===== src/rtl/mavlink_v2_frame_checker_core_assert.svh =====
// Assertion macros for the frame checker core.
`ifndef MAVLINK_V2_FRAME_CHECKER_CORE_ASSERT_SVH
`define MAVLINK_V2_FRAME_CHECKER_CORE_ASSERT_SVH

// Same-cycle implication, sampled on clk, off during reset.
`define MVCHK_ASSERT_NOW(label, ante, cons) \
    label: assert property (@(posedge clk) disable iff (!rst_n) (ante) |-> (cons)) \
        else $error("mvchk assertion failed");

// Next-cycle implication, sampled on clk, off during reset.
`define MVCHK_ASSERT_NEXT(label, ante, cons) \
    label: assert property (@(posedge clk) disable iff (!rst_n) (ante) |=> (cons)) \
        else $error("mvchk assertion failed");

`endif


===== src/rtl/mvchk_pkg.sv =====
`timescale 1ns / 1ps

package mvchk_pkg;

    typedef enum logic [2:0] {
        PH_HUNT    = 3'd0,
        PH_HEADER  = 3'd1,
        PH_PAYLOAD = 3'd2,
        PH_CRC_LO  = 3'd3,
        PH_CRC_HI  = 3'd4,
        PH_SIGN    = 3'd5
    } phase_t;

    localparam logic [7:0]  MARKER_V2      = 8'hFD;
    localparam logic [7:0]  HEADER_LAST    = 8'd8;
    localparam logic [7:0]  SIGNATURE_LEN  = 8'd13;
    localparam logic [15:0] CRC_INIT       = 16'hFFFF;
    localparam logic        KIND_PAYLOAD   = 1'b0;
    localparam logic        KIND_SUMMARY   = 1'b1;

    localparam logic [7:0] HDR_LEN  = 8'd0;
    localparam logic [7:0] HDR_INC  = 8'd1;
    localparam logic [7:0] HDR_SEQ  = 8'd3;
    localparam logic [7:0] HDR_SYS  = 8'd4;
    localparam logic [7:0] HDR_COMP = 8'd5;
    localparam logic [7:0] HDR_MSG0 = 8'd6;
    localparam logic [7:0] HDR_MSG1 = 8'd7;
    localparam logic [7:0] HDR_MSG2 = 8'd8;

    // CRC-16/MCRF4XX, one byte
    function automatic logic [15:0] crc_step(input logic [7:0] b, input logic [15:0] crc);
        logic [7:0] t;
        t = b ^ crc[7:0];
        t = t ^ {t[3:0], 4'h0};
        return {8'h00, crc[15:8]} ^ {t, 8'h00} ^ {5'b0, t, 3'b0} ^ {12'h000, t[7:4]};
    endfunction

endpackage


===== src/rtl/mavlink_v2_frame_checker_core.sv =====
`timescale 1ns / 1ps
// MAVLink v2 frame checker.
// Byte channel: byte_valid / byte_stall carry data_byte and extra_seed, one
// stream byte per item; extra_seed matters only with the first checksum byte.
// Result channel: result_valid / result_stall carry one item per payload byte
// (kind 0) and one summary per frame (kind 1) on the second checksum byte,
// with the header fields and crc_good.
// Path: a byte is accepted into the input register, then the CRC/parse stage
// writes the result register, which drives result_valid.
// Throughput: one byte per cycle while byte_stall is low; the CRC update is one byte per cycle.
// Bytes that cause no result (header, checksum low, signature, hunting)
// move on even while the result register is held.
// When result_stall holds a result and the next byte would make another one,
// byte_stall rises until the result is taken; nothing is dropped.
// Reset (rst_n low, asynchronous): hunting for the 0xFD marker, input and
// result registers empty.
module mavlink_v2_frame_checker_core
(
    input  logic        clk,
    input  logic        rst_n,
    input  logic        byte_valid,
    output logic        byte_stall,
    input  logic [7:0]  data_byte,
    input  logic [7:0]  extra_seed,
    output logic        result_valid,
    input  logic        result_stall,
    output logic        kind,
    output logic [7:0]  payload_byte,
    output logic [7:0]  sequence_number,
    output logic [7:0]  system_ident,
    output logic [7:0]  component_ident,
    output logic [23:0] message_ident,
    output logic [7:0]  payload_length,
    output logic        is_signed,
    output logic        crc_good
);
    import mvchk_pkg::*;

    logic        in_vld_reg, in_vld_next;
    logic [7:0]  in_byte_reg, in_extra_reg;

    phase_t      phase_reg, phase_next;
    logic [7:0]  cnt_reg, cnt_next;
    logic [7:0]  len_reg, len_next;
    logic        sgn_reg, sgn_next;
    logic [15:0] crc_reg, crc_next;
    logic [7:0]  rcrc_lo_reg, rcrc_lo_next;
    logic [7:0]  seq_reg, seq_next;
    logic [7:0]  sys_reg, sys_next;
    logic [7:0]  comp_reg, comp_next;
    logic [23:0] msg_reg, msg_next;

    logic        res_vld_reg, res_vld_next;
    logic        kind_reg, good_reg;
    logic [7:0]  pbyte_reg;
    logic [7:0]  rseq_reg, rsys_reg, rcomp_reg, rlen_reg;
    logic [23:0] rmsg_reg;
    logic        rsgn_reg;

    logic        emits;
    logic        adv;
    logic        load_in;
    logic [7:0]  cnt_inc;
    logic        emit_kind;
    logic        emit_good;
    logic [7:0]  emit_byte;

    assign emits   = in_vld_reg && (phase_reg == PH_PAYLOAD || phase_reg == PH_CRC_HI);
    assign adv     = in_vld_reg && (!emits || !res_vld_reg || !result_stall);
    assign load_in = !in_vld_reg || adv;
    assign cnt_inc = cnt_reg + 8'd1;

    assign byte_stall  = in_vld_reg && !adv;
    assign in_vld_next = load_in ? byte_valid : in_vld_reg;

    // next phase and byte counter
    always_comb
    begin
        phase_next = phase_reg;
        cnt_next   = cnt_reg;
        if (adv)
        begin
            case (phase_reg)
                PH_HEADER:
                begin
                    if (cnt_reg == HEADER_LAST)
                    begin
                        cnt_next   = 8'd0;
                        phase_next = (len_reg == 8'd0) ? PH_CRC_LO : PH_PAYLOAD;
                    end
                    else
                    begin
                        cnt_next = cnt_inc;
                    end
                end
                PH_PAYLOAD:
                begin
                    if (cnt_inc >= len_reg)
                    begin
                        cnt_next   = 8'd0;
                        phase_next = PH_CRC_LO;
                    end
                    else
                    begin
                        cnt_next = cnt_inc;
                    end
                end
                PH_CRC_LO:
                begin
                    phase_next = PH_CRC_HI;
                end
                PH_CRC_HI:
                begin
                    cnt_next   = 8'd0;
                    phase_next = sgn_reg ? PH_SIGN : PH_HUNT;
                end
                PH_SIGN:
                begin
                    if (cnt_inc >= SIGNATURE_LEN)
                    begin
                        cnt_next   = 8'd0;
                        phase_next = PH_HUNT;
                    end
                    else
                    begin
                        cnt_next = cnt_inc;
                    end
                end
                default:
                begin
                    if (in_byte_reg == MARKER_V2)
                    begin
                        phase_next = PH_HEADER;
                        cnt_next   = 8'd0;
                    end
                    else
                    begin
                        phase_next = PH_HUNT;
                    end
                end
            endcase
        end
    end

    // datapath: CRC, header capture, result
    always_comb
    begin
        crc_next     = crc_reg;
        len_next     = len_reg;
        sgn_next     = sgn_reg;
        rcrc_lo_next = rcrc_lo_reg;
        seq_next     = seq_reg;
        sys_next     = sys_reg;
        comp_next    = comp_reg;
        msg_next     = msg_reg;
        emit_kind    = KIND_PAYLOAD;
        emit_good    = 1'b0;
        emit_byte    = 8'd0;
        if (adv)
        begin
            case (phase_reg)
                PH_HEADER:
                begin
                    crc_next = crc_step(in_byte_reg, crc_reg);
                    case (cnt_reg)
                        HDR_LEN:  len_next  = in_byte_reg;
                        HDR_INC:  sgn_next  = in_byte_reg[0];
                        HDR_SEQ:  seq_next  = in_byte_reg;
                        HDR_SYS:  sys_next  = in_byte_reg;
                        HDR_COMP: comp_next = in_byte_reg;
                        HDR_MSG0: msg_next  = {16'h0000, in_byte_reg};
                        HDR_MSG1: msg_next[15:8]  = in_byte_reg;
                        HDR_MSG2: msg_next[23:16] = in_byte_reg;
                        default:  ;
                    endcase
                end
                PH_PAYLOAD:
                begin
                    crc_next  = crc_step(in_byte_reg, crc_reg);
                    emit_byte = in_byte_reg;
                end
                PH_CRC_LO:
                begin
                    rcrc_lo_next = in_byte_reg;
                    crc_next     = crc_step(in_extra_reg, crc_reg);
                end
                PH_CRC_HI:
                begin
                    emit_kind = KIND_SUMMARY;
                    emit_good = (crc_reg == {in_byte_reg, rcrc_lo_reg});
                end
                PH_SIGN:  ;
                default:
                begin
                    if (in_byte_reg == MARKER_V2)
                    begin
                        crc_next     = CRC_INIT;
                        len_next     = 8'd0;
                        sgn_next     = 1'b0;
                        seq_next     = 8'd0;
                        sys_next     = 8'd0;
                        comp_next    = 8'd0;
                        msg_next     = 24'd0;
                        rcrc_lo_next = 8'd0;
                    end
                end
            endcase
        end
    end

    always_comb
    begin
        res_vld_next = res_vld_reg && result_stall;
        if (adv && emits)
        begin
            res_vld_next = 1'b1;
        end
    end

    always_ff @(posedge clk or negedge rst_n)
    begin
        if (!rst_n)
        begin
            in_vld_reg  <= 1'b0;
            res_vld_reg <= 1'b0;
            phase_reg   <= PH_HUNT;
            cnt_reg     <= 8'd0;
            len_reg     <= 8'd0;
            sgn_reg     <= 1'b0;
            crc_reg     <= CRC_INIT;
            rcrc_lo_reg <= 8'd0;
            seq_reg     <= 8'd0;
            sys_reg     <= 8'd0;
            comp_reg    <= 8'd0;
            msg_reg     <= 24'd0;
        end
        else
        begin
            in_vld_reg  <= in_vld_next;
            res_vld_reg <= res_vld_next;
            phase_reg   <= phase_next;
            cnt_reg     <= cnt_next;
            len_reg     <= len_next;
            sgn_reg     <= sgn_next;
            crc_reg     <= crc_next;
            rcrc_lo_reg <= rcrc_lo_next;
            seq_reg     <= seq_next;
            sys_reg     <= sys_next;
            comp_reg    <= comp_next;
            msg_reg     <= msg_next;
        end
    end

    always_ff @(posedge clk)
    begin
        if (load_in)
        begin
            in_byte_reg  <= data_byte;
            in_extra_reg <= extra_seed;
        end
        if (adv && emits)
        begin
            kind_reg  <= emit_kind;
            good_reg  <= emit_good;
            pbyte_reg <= emit_byte;
            rseq_reg  <= seq_reg;
            rsys_reg  <= sys_reg;
            rcomp_reg <= comp_reg;
            rmsg_reg  <= msg_reg;
            rlen_reg  <= len_reg;
            rsgn_reg  <= sgn_reg;
        end
    end

    assign result_valid    = res_vld_reg;
    assign kind            = kind_reg;
    assign payload_byte    = pbyte_reg;
    assign sequence_number = rseq_reg;
    assign system_ident    = rsys_reg;
    assign component_ident = rcomp_reg;
    assign message_ident   = rmsg_reg;
    assign payload_length  = rlen_reg;
    assign is_signed       = rsgn_reg;
    assign crc_good        = good_reg;

`include "mavlink_v2_frame_checker_core_assert.svh"

    `MVCHK_ASSERT_NOW(a_stall_needs_item, byte_stall, in_vld_reg && emits && res_vld_reg)
    `MVCHK_ASSERT_NOW(a_hdr_count, phase_reg == PH_HEADER, cnt_reg <= HEADER_LAST)
    `MVCHK_ASSERT_NOW(a_sign_count, phase_reg == PH_SIGN, cnt_reg < SIGNATURE_LEN)
    `MVCHK_ASSERT_NOW(a_payload_no_good, res_vld_reg && kind_reg == KIND_PAYLOAD, !good_reg)
    `MVCHK_ASSERT_NEXT(a_summary_out, adv && phase_reg == PH_CRC_HI, res_vld_reg && kind_reg == KIND_SUMMARY)

endmodule

===== config.mk =====
export PLATFORM = sky130hd
export DESIGN_NAME = mavlink_v2_frame_checker_core
export DESIGN_NICKNAME = d
export VERILOG_FILES = /design/src/rtl/mvchk_pkg.sv /design/src/rtl/mavlink_v2_frame_checker_core.sv
export VERILOG_INCLUDE_DIRS = /design/src /design/src/rtl
export SDC_FILE = /design/constraint.sdc
export NUM_CORES = 1
export LEC_CHECK = 0
export BUFFER_PORTS_ARGS = -buffer_cell sky130_fd_sc_hd__clkbuf_2
export CAP_MARGIN = 20
export CORE_MARGIN = 2
export CORE_UTILIZATION = 45
export DETAILED_ROUTE_END_ITERATION = 10
export RECOVER_POWER = 50
export SLEW_MARGIN = 20
export SYNTH_ARGS = -nofsm -noshare
export SYNTH_HDL_FRONTEND = slang
export SYNTH_SLANG_ARGS = --single-unit

===== constraint.sdc =====
create_clock -name clk -period 7.56 [get_ports clk]
set_clock_uncertainty 0.05 [all_clocks]
set_input_delay 0.756 -clock clk [delete_from_list [all_inputs] [get_ports clk]]
set_output_delay 0.756 -clock clk [all_outputs]
set_load 0.01 [all_outputs]

==> out/metrics.yaml, run 1 <==
critical_path:
  cp-start-kind: "flip-flop"
  cp-endpoint: "phase_reg[1]$_DFFE_PN0P_"
  max_stage_delay_ns: 0.51
  crit_arrival_ns: 3.53
  required_ns: 7.82
  crit_chain: "ha_1 -> nand3_1 -> nor2_1 -> xor2_1 -> ha_1 -> a21oi_1 -> or4b_4 -> a2111oi_4 -> nor3_2 -> nand2_2 -> mux2_4"
  cpMostUsedCell: "ha_1"
  path_max_fanout: 7
  reg2reg_from: "cnt_reg[0]$_DFFE_PN0P_"
  reg2reg_to: "phase_reg[1]$_DFFE_PN0P_"
  critical_path.endpoint_type: "flip-flop"
  worst_r2r_path_depth: 11
  cp-startpoint: "cnt_reg[0]$_DFFE_PN0P_"
  cp_slowest_cell: "or4b_4"
  reg2reg_slack_ns: 4.29
  crit_type: "flip-flop to flip-flop"
synthesis:
  synth_area_leader_cell: "edfxtp_1"
  ys_seq_area_share_pct: 62.5
  synthTopCellsByArea: "edfxtp_1 32%, dfrtp_1 25%, dfstp_2 5.4%"
  syn_area_per_cell_sq_um: 12.8
  synthSimpleGateAreaFrac_pct: 9.71
  synthMuxAreaShare_pct: 0.771
  netlist_instances: 609
  synth_cell_type_count: 61
  synthAdderAreaFrac_pct: 2.09
  async_flop_share_pct: 53.1
  synth_nets: 642
  synth_top_family_by_area: "compound AO/OA/AOI/OAI gates"
  synth-seq-cells: 177
  synth-edff-count: 83
  synth-main-ff-cell: "edfxtp_1"
  synth-compound-area-share_pct: 14.8
  ys_warn_count: 0
  synth_top_area_share_pct: 32.0
  synth_xor_area_share_pct: 7.09
  synth_area_sq_um: 7790
route:
  drt_iter0_markers: 307
  vias: 5011
  wl_microns: 16700
  wire_per_inst_microns: 18.1
  drc: 0
  dr.pass1.iters: 5
  postRouteAntennaNets: 0
  vias_per_cell: 5.43
clock_tree:
  cts_buffers: 17
  post-cts-setup-buffers: 0
  cts_tree: "yes"
  clk_latency_ns: 0.42
  htreeDepth: 4
  clkTransAtPathRegs_ns: 0.07
  clock-sinks: 177
  cts_hold_buf: 0
  cts_root_buffer: "clkbuf_16"
  clock_path_buffers: 2
  cts_resized: 0
global_routing:
  grt_use_total_pct: 19.1
  antenna_found_initial: 0
  grt_max_degree: 68
  grt_pass1_wl_microns: 26700
  gr-total-overflow: 0
  grt_pass1_vias: 4894
timing:
  setup-violations-final: 0
  hold_viol: 0
  fmax_mhz: 306
  fin_crit_ns: 3.27
  rsz0062_at_grt: "no"
  timing.final.crit_share_pct: 43.3
  worstMarginPinSlew_ns: 1.85
  setup_tns_ns: 0
  maxSlewHeadroom_pct: -23.3
  maxSlewViolCount: 36
floorplan:
  core_sq_um: 17100
  io_pins: 89
  rows: 48
  start_util_pct: 45.5
  dieArea_sq_um: 18400
  die_h_microns: 136
  chipWidth_microns: 136
pwr:
  switching_share_pct: 29.9
  seqPwrFrac_pct: 49.4
  clkPwrFrac_pct: 30.0
  internal_power_w: 0.00198
  power.density_nw_per_um2: 318
  p_comb_share_pct: 20.6
  total_switching_power_w: 0.000848
  power.leakage_nw: 3.59
  ir_drop_mv: 0.164
cells_and_area:
  nFillCells: 1510
  fin_nets: 718
  antenna_cells: 0
  layout-drive-gt1-share_pct: 17.2
  mostFrequentLayoutCell: "edfxtp_1"
  finish.utilization_pct: 52.1
  layout_common_cells: "83 x edfxtp_1, 78 x dfrtp_1, 47 x nand2_1, 45 x clkbuf_1, 44 x a22o_1"
  area_growth_pct: 14.6
min_path:
  holdPathStages: 0
  hold_path_class: "flip-flop to flip-flop"
placement:
  dp_hpwl_microns: 11800
  port_buffers: 88
  gp_congestion: 0.872
run_status:
  violations: "max-capacitance violations, max-slew violations"
  status: "complete, but fails checks"
flow_run:
  drv_cap: 1
[power by group through the flow]
stage,Clock [W],Combinational (W),Sequential [W]
2_1_floorplan,0,0.000510,0.00133
3_3_place_gp,0,0.000571,0.00141
3_5_place_dp,0,0.000585,0.00142
4_1_cts,0.000866,0.000588,0.00140
5_1_grt,0.000910,0.000644,0.00142
6_report,0.000850,0.000583,0.00140
[worst max-delay path, delay by kind of cell, from the launching register on]
family | cells | cell delay, ns
AOI/OAI and AO/OA | 2 | 0.56
xor gates and xnor gates | 1 | 0.10
adders and majority gates | 2 | 0.54
DFF | 1 | 0.47
muxes | 1 | 0.30
and+or+nand+nor | 5 | 1.13
[stage by stage]
| stage | hold slack (ns) | instances | setup WS [ns] | area [sq um] | power, W |
|---|---|---|---|---|---|
| after floorplan | 0.375 | 609 | 2.57 | 7790 | 0.00184 |
| after global placement | 0.392 | 891 | 4.34 | 8400 | 0.00198 |
| after detailed placement | 0.384 | 891 | 4.28 | 8400 | 0.00200 |
| after CTS | 0.226 | 923 | 4.26 | 8980 | 0.00285 |
| after global routing | 0.416 | 923 | 4.04 | 8920 | 0.00298 |
| final | 0.402 | 923 | 4.29 | 8920 | 0.00283 |
[metal layers]
layer,global-route usage [%],share of wire (%),vias to the layer above
met4,6.13,0.73,0
li1,-,-,2391
met5,0,0,-
met1,26.4,47,2477
met2,30.6,48,135
met3,3.63,4.5,8
[how the worst min path moves through the flow]
stage,startpoint,end
after floorplan,msg_reg[10]$_DFFE_PN0P_,message_ident[10]$_DFFE_PP_
after global placement,msg_reg[11]$_DFFE_PN0P_,message_ident[11]$_DFFE_PP_
after CTS,rst_n,cnt_reg[5]$_DFFE_PN0P_
after detailed placement,seq_reg[5]$_DFFE_PN0P_,sequence_number[5]$_DFFE_PP_
after global routing,msg_reg[4]$_DFFE_PN0P_,message_ident[4]$_DFFE_PP_
final,msg_reg[4]$_DFFE_PN0P_,message_ident[4]$_DFFE_PP_
[cell families (layout without fill, tap and decap cells)]
logic type / after synthesis / count (layout)
DFF: 177 / 177
AOI/OAI and AO/OA: 148 / 148
buffers and inverters: 57 / 146
xor gates and xnor gates: 63 / 63
adders and majority gates: 13 / 13
muxes: 5 / 5
and+or+nand+nor: 146 / 146
[Yosys cell counts, drive strengths merged (3+ instances only)]
cell type  count
nand2b         5
inv           21
nor2b          5
or2            6
a21o           6
nor4           8
o21ai         16
buf           10
a211o          3
o31ai         18
dfstp         16
dfrtp         78
xnor2         32
a31oi          4
nand3          5
a31o           3
xor2          31
a22o          45
ha            13
nor2          26
o22a          13
clkbuf        26
nor3b          3
and2          17
edfxtp        83
nand4         10
o22ai          4
mux2           5
nor3           7
a221oi         5
a21oi         20
nand2         48
[layout make-up]
| class | count | area (sq um) | area share (%) |
|---|---|---|---|
| flip-flops and latches | 177 | 4860 | 54.5 |
| multi-input cells | 375 | 2700 | 30.2 |
| clock buffers | 18 | 439 | 4.92 |
| repair buffers | 93 | 422 | 4.73 |
| well taps | 225 | 282 | 3.16 |
| clock inverters | 14 | 139 | 1.56 |
| inverters | 21 | 78.8 | 0.884 |
No activity file was read; power rests on OpenSTA's default activity.
==> inputs of run 2 (changes only) <==
- clock period: 7.56 -> 3.4 ns (I/O delays scaled with it)
==> run 2 against run 1 <==
Against the previous run: the flow still finishes with violations (max-capacitance violations, max-slew violations); first-iteration DRC count rose by 22%; flip-flop and latch count did not move; design area rose by 1.6%; clock power rose by 120%; wire length rose by 4.3%; hold slack got worse by 0.37 ns; non-clock buffer count rose by 21; register-to-register slack got worse by 4.1 ns; count of clock-buffer cells in the layout rose by 1; largest power group unchanged.
==> out/metrics.yaml, run 2 (synthesis gave the netlist of run 1 again) <==
pwr:
  p_comb_share_pct: 21.2  # +0.6 points
  power.leakage_nw: 3.64  # +1.3%
  switching_share_pct: 28.4  # -1.5 points
  total_switching_power_w: 0.00180  # +110%
  total_power_w: 0.00634  # +120%
  power.density_nw_per_um2: 699  # +120%
  seqPwrFrac_pct: 48.7  # -0.7 points
  internal_power_w: 0.00454  # +130%
  ir_drop_mv: 0.401  # +140%
  clkPwrFrac_pct: 30.1  # about the same
clock_tree:
  clock-sinks: 177  # unchanged
  cts_tree: "yes"
  post-cts-setup-buffers: 0  # unchanged
  cts_hold_buf: 0  # unchanged
  clk_latency_ns: 0.42  # about the same
  clock_path_buffers: 2  # unchanged
  cts_resized: 0  # unchanged
  htreeDepth: 4  # unchanged
  clkTransAtPathRegs_ns: 0.07  # about the same
  cts_root_buffer: "clkbuf_16"
  cts_buffers: 17  # unchanged
critical_path:
  reg2reg_from: "cnt_reg[0]$_DFFE_PN0P_"
  path_max_fanout: 6  # -1
  crit_type: "flip-flop to flip-flop"
  required_ns: 3.65  # -4.17 ns
  critical_path.endpoint_type: "flip-flop"
  crit_arrival_ns: 3.47  # -0.06 ns
  cp-start-kind: "flip-flop"
  cp-startpoint: "cnt_reg[0]$_DFFE_PN0P_"
floorplan:
  core_sq_um: 17100  # unchanged
  start_util_pct: 45.5  # unchanged
  io_pins: 89  # unchanged
  die_h_microns: 136  # unchanged
  dieArea_sq_um: 18400  # unchanged
  rows: 48  # unchanged
  chipWidth_microns: 136  # unchanged
timing:
  maxSlewHeadroom_pct: -34.9  # -12 points
  worstMarginPinSlew_ns: 2.02  # +0.173 ns
  timing.final.crit_share_pct: 94.7  # +51 points
  maxSlewViolCount: 81  # +130%
  fmax_mhz: 310  # +1.6%
  rsz0062_at_grt: "no"
  fin_crit_ns: 3.22  # -0.0517 ns
  setup_tns_ns: 0  # unchanged
  setup-violations-final: 0  # unchanged
  hold_viol: 0  # unchanged
flow_run:
  drv_cap: 1  # unchanged
cells_and_area:
  area_growth_pct: 16.4
  layout_common_cells: "83 x edfxtp_1, 78 x dfrtp_1, 64 x clkbuf_1, 47 x nand2_1, 44 x a22o_1"
  fin_nets: 739  # +2.9%
  mostFrequentLayoutCell: "edfxtp_1"
  nFillCells: 1513  # +0.20%
  antenna_cells: 0  # unchanged
  layout-drive-gt1-share_pct: 16.6  # -0.62 points
global_routing:
  grt_max_degree: 81  # +19%
  gr-total-overflow: 0  # unchanged
  grt_pass1_wl_microns: 27600  # +3.2%
  grt_use_total_pct: 19.7  # +0.58 points
  antenna_found_initial: 0  # unchanged
  grt_pass1_vias: 5069  # +3.6%
route:
  postRouteAntennaNets: 0  # unchanged
  vias: 5108  # +1.9%
  wire_per_inst_microns: 18.5  # +2.1%
  vias_per_cell: 5.42  # -0.23%
  wl_microns: 17500  # +4.3%
  drc: 0  # unchanged
  dr.pass1.iters: 5  # unchanged
  drt_iter0_markers: 375  # +22%
placement:
  port_buffers: 88  # unchanged
  gp_congestion: 0.825  # -5.3%
  dp_hpwl_microns: 12100  # +2.6%
run_status:
  status: "complete, but fails checks"
  violations: "max-capacitance violations, max-slew violations"
min_path:
  hold_path_class: "input pin to flip-flop"
  hold_path.startpoint: "extra_seed[6]"
==> run 2: cell types whose count changed in the layout (fill, tap and decap cells not counted), moves of 2 or more <==
cell       before  now
clkinv_4        3    1
buf_4           5   24
clkbuf_2       43   25
inv_8           5    0
clkinv_2        0    3
clkbuf_1       45   64
bufinv_16       0    2
==> run 2: path summary, 6_finish.rpt <==
path                                               end  slack, ns  cells past startpoint
setup / recovery              phase_reg[1]$_DFFE_PN0P_       0.18                     10
setup reg to reg              phase_reg[1]$_DFFE_PN0P_       0.18                     10
min in group asynchronous       seq_reg[3]$_DFFE_PN0P_       1.00                      2
hold / removal               in_extra_reg[6]$_DFFE_PN_       0.04                      1
max in group asynchronous   rcrc_lo_reg[4]$_DFFE_PN0P_       1.12                      2
hold reg to reg            message_ident[10]$_DFFE_PP_       0.40                      0
==> run 2: power by group through the flow <==
stage / sequential, W / combinational (W) / clock, W
after CTS: 0.00309 / 0.00135 / 0.00194
after floorplan: 0.00296 / 0.00113 / 0
after detailed placement: 0.00312 / 0.00134 / 0
after global placement: 0.00311 / 0.00131 / 0
final: 0.00309 / 0.00134 / 0.00191
after global routing: 0.00314 / 0.00148 / 0.00203
==> run 2: stage by stage <==
stage          utilization, %  hold WS, ns  instances  setup slack [ns]  instance area, sq um
2_1_floorplan               -     -0.00559        609             0.255                  7800
3_3_place_gp             50.0        0.389        911             0.263                  8560
3_5_place_dp             50.0        0.388        911             0.204                  8560
4_1_cts                  53.4       0.0219        942             0.172                  9140
5_1_grt                  53.0       0.0176        943           0.00574                  9060
6_report                 53.0       0.0366        943             0.179                  9060
==> run 2: layout make-up <==
class	count	area [sq um]	share of cell area, %
sequential	177	4860	53.7
multi-input combinational	375	2700	29.7
timing repair buffer	114	572	6.31
clock buffer	19	443	4.89
tap	225	282	3.11
clock inverter	12	130	1.44
inverter	21	78.8	0.870
==> run 2: critical path: stages, from the launching register on <==
cell and delay (ns):
dfrtp_1 0.45, nand3_1 0.14, nor3_1 0.23, xor2_1 0.26, ha_1 0.29, a21oi_1 0.18
or4b_4 0.52, a2111oi_4 0.44, nor3_2 0.10, nand2_2 0.12, mux2_4 0.31
==> run 2: layer usage <==
metal | vias up | GRT usage (%) | wire length [microns]
met1 | 2550 | 27.5 | 8020
met3 | 23 | 3.74 | 694
met2 | 114 | 31.2 | 8500
met5 | - | 0 | 0
met4 | 0 | 6.25 | 261
li1 | 2421 | - | -
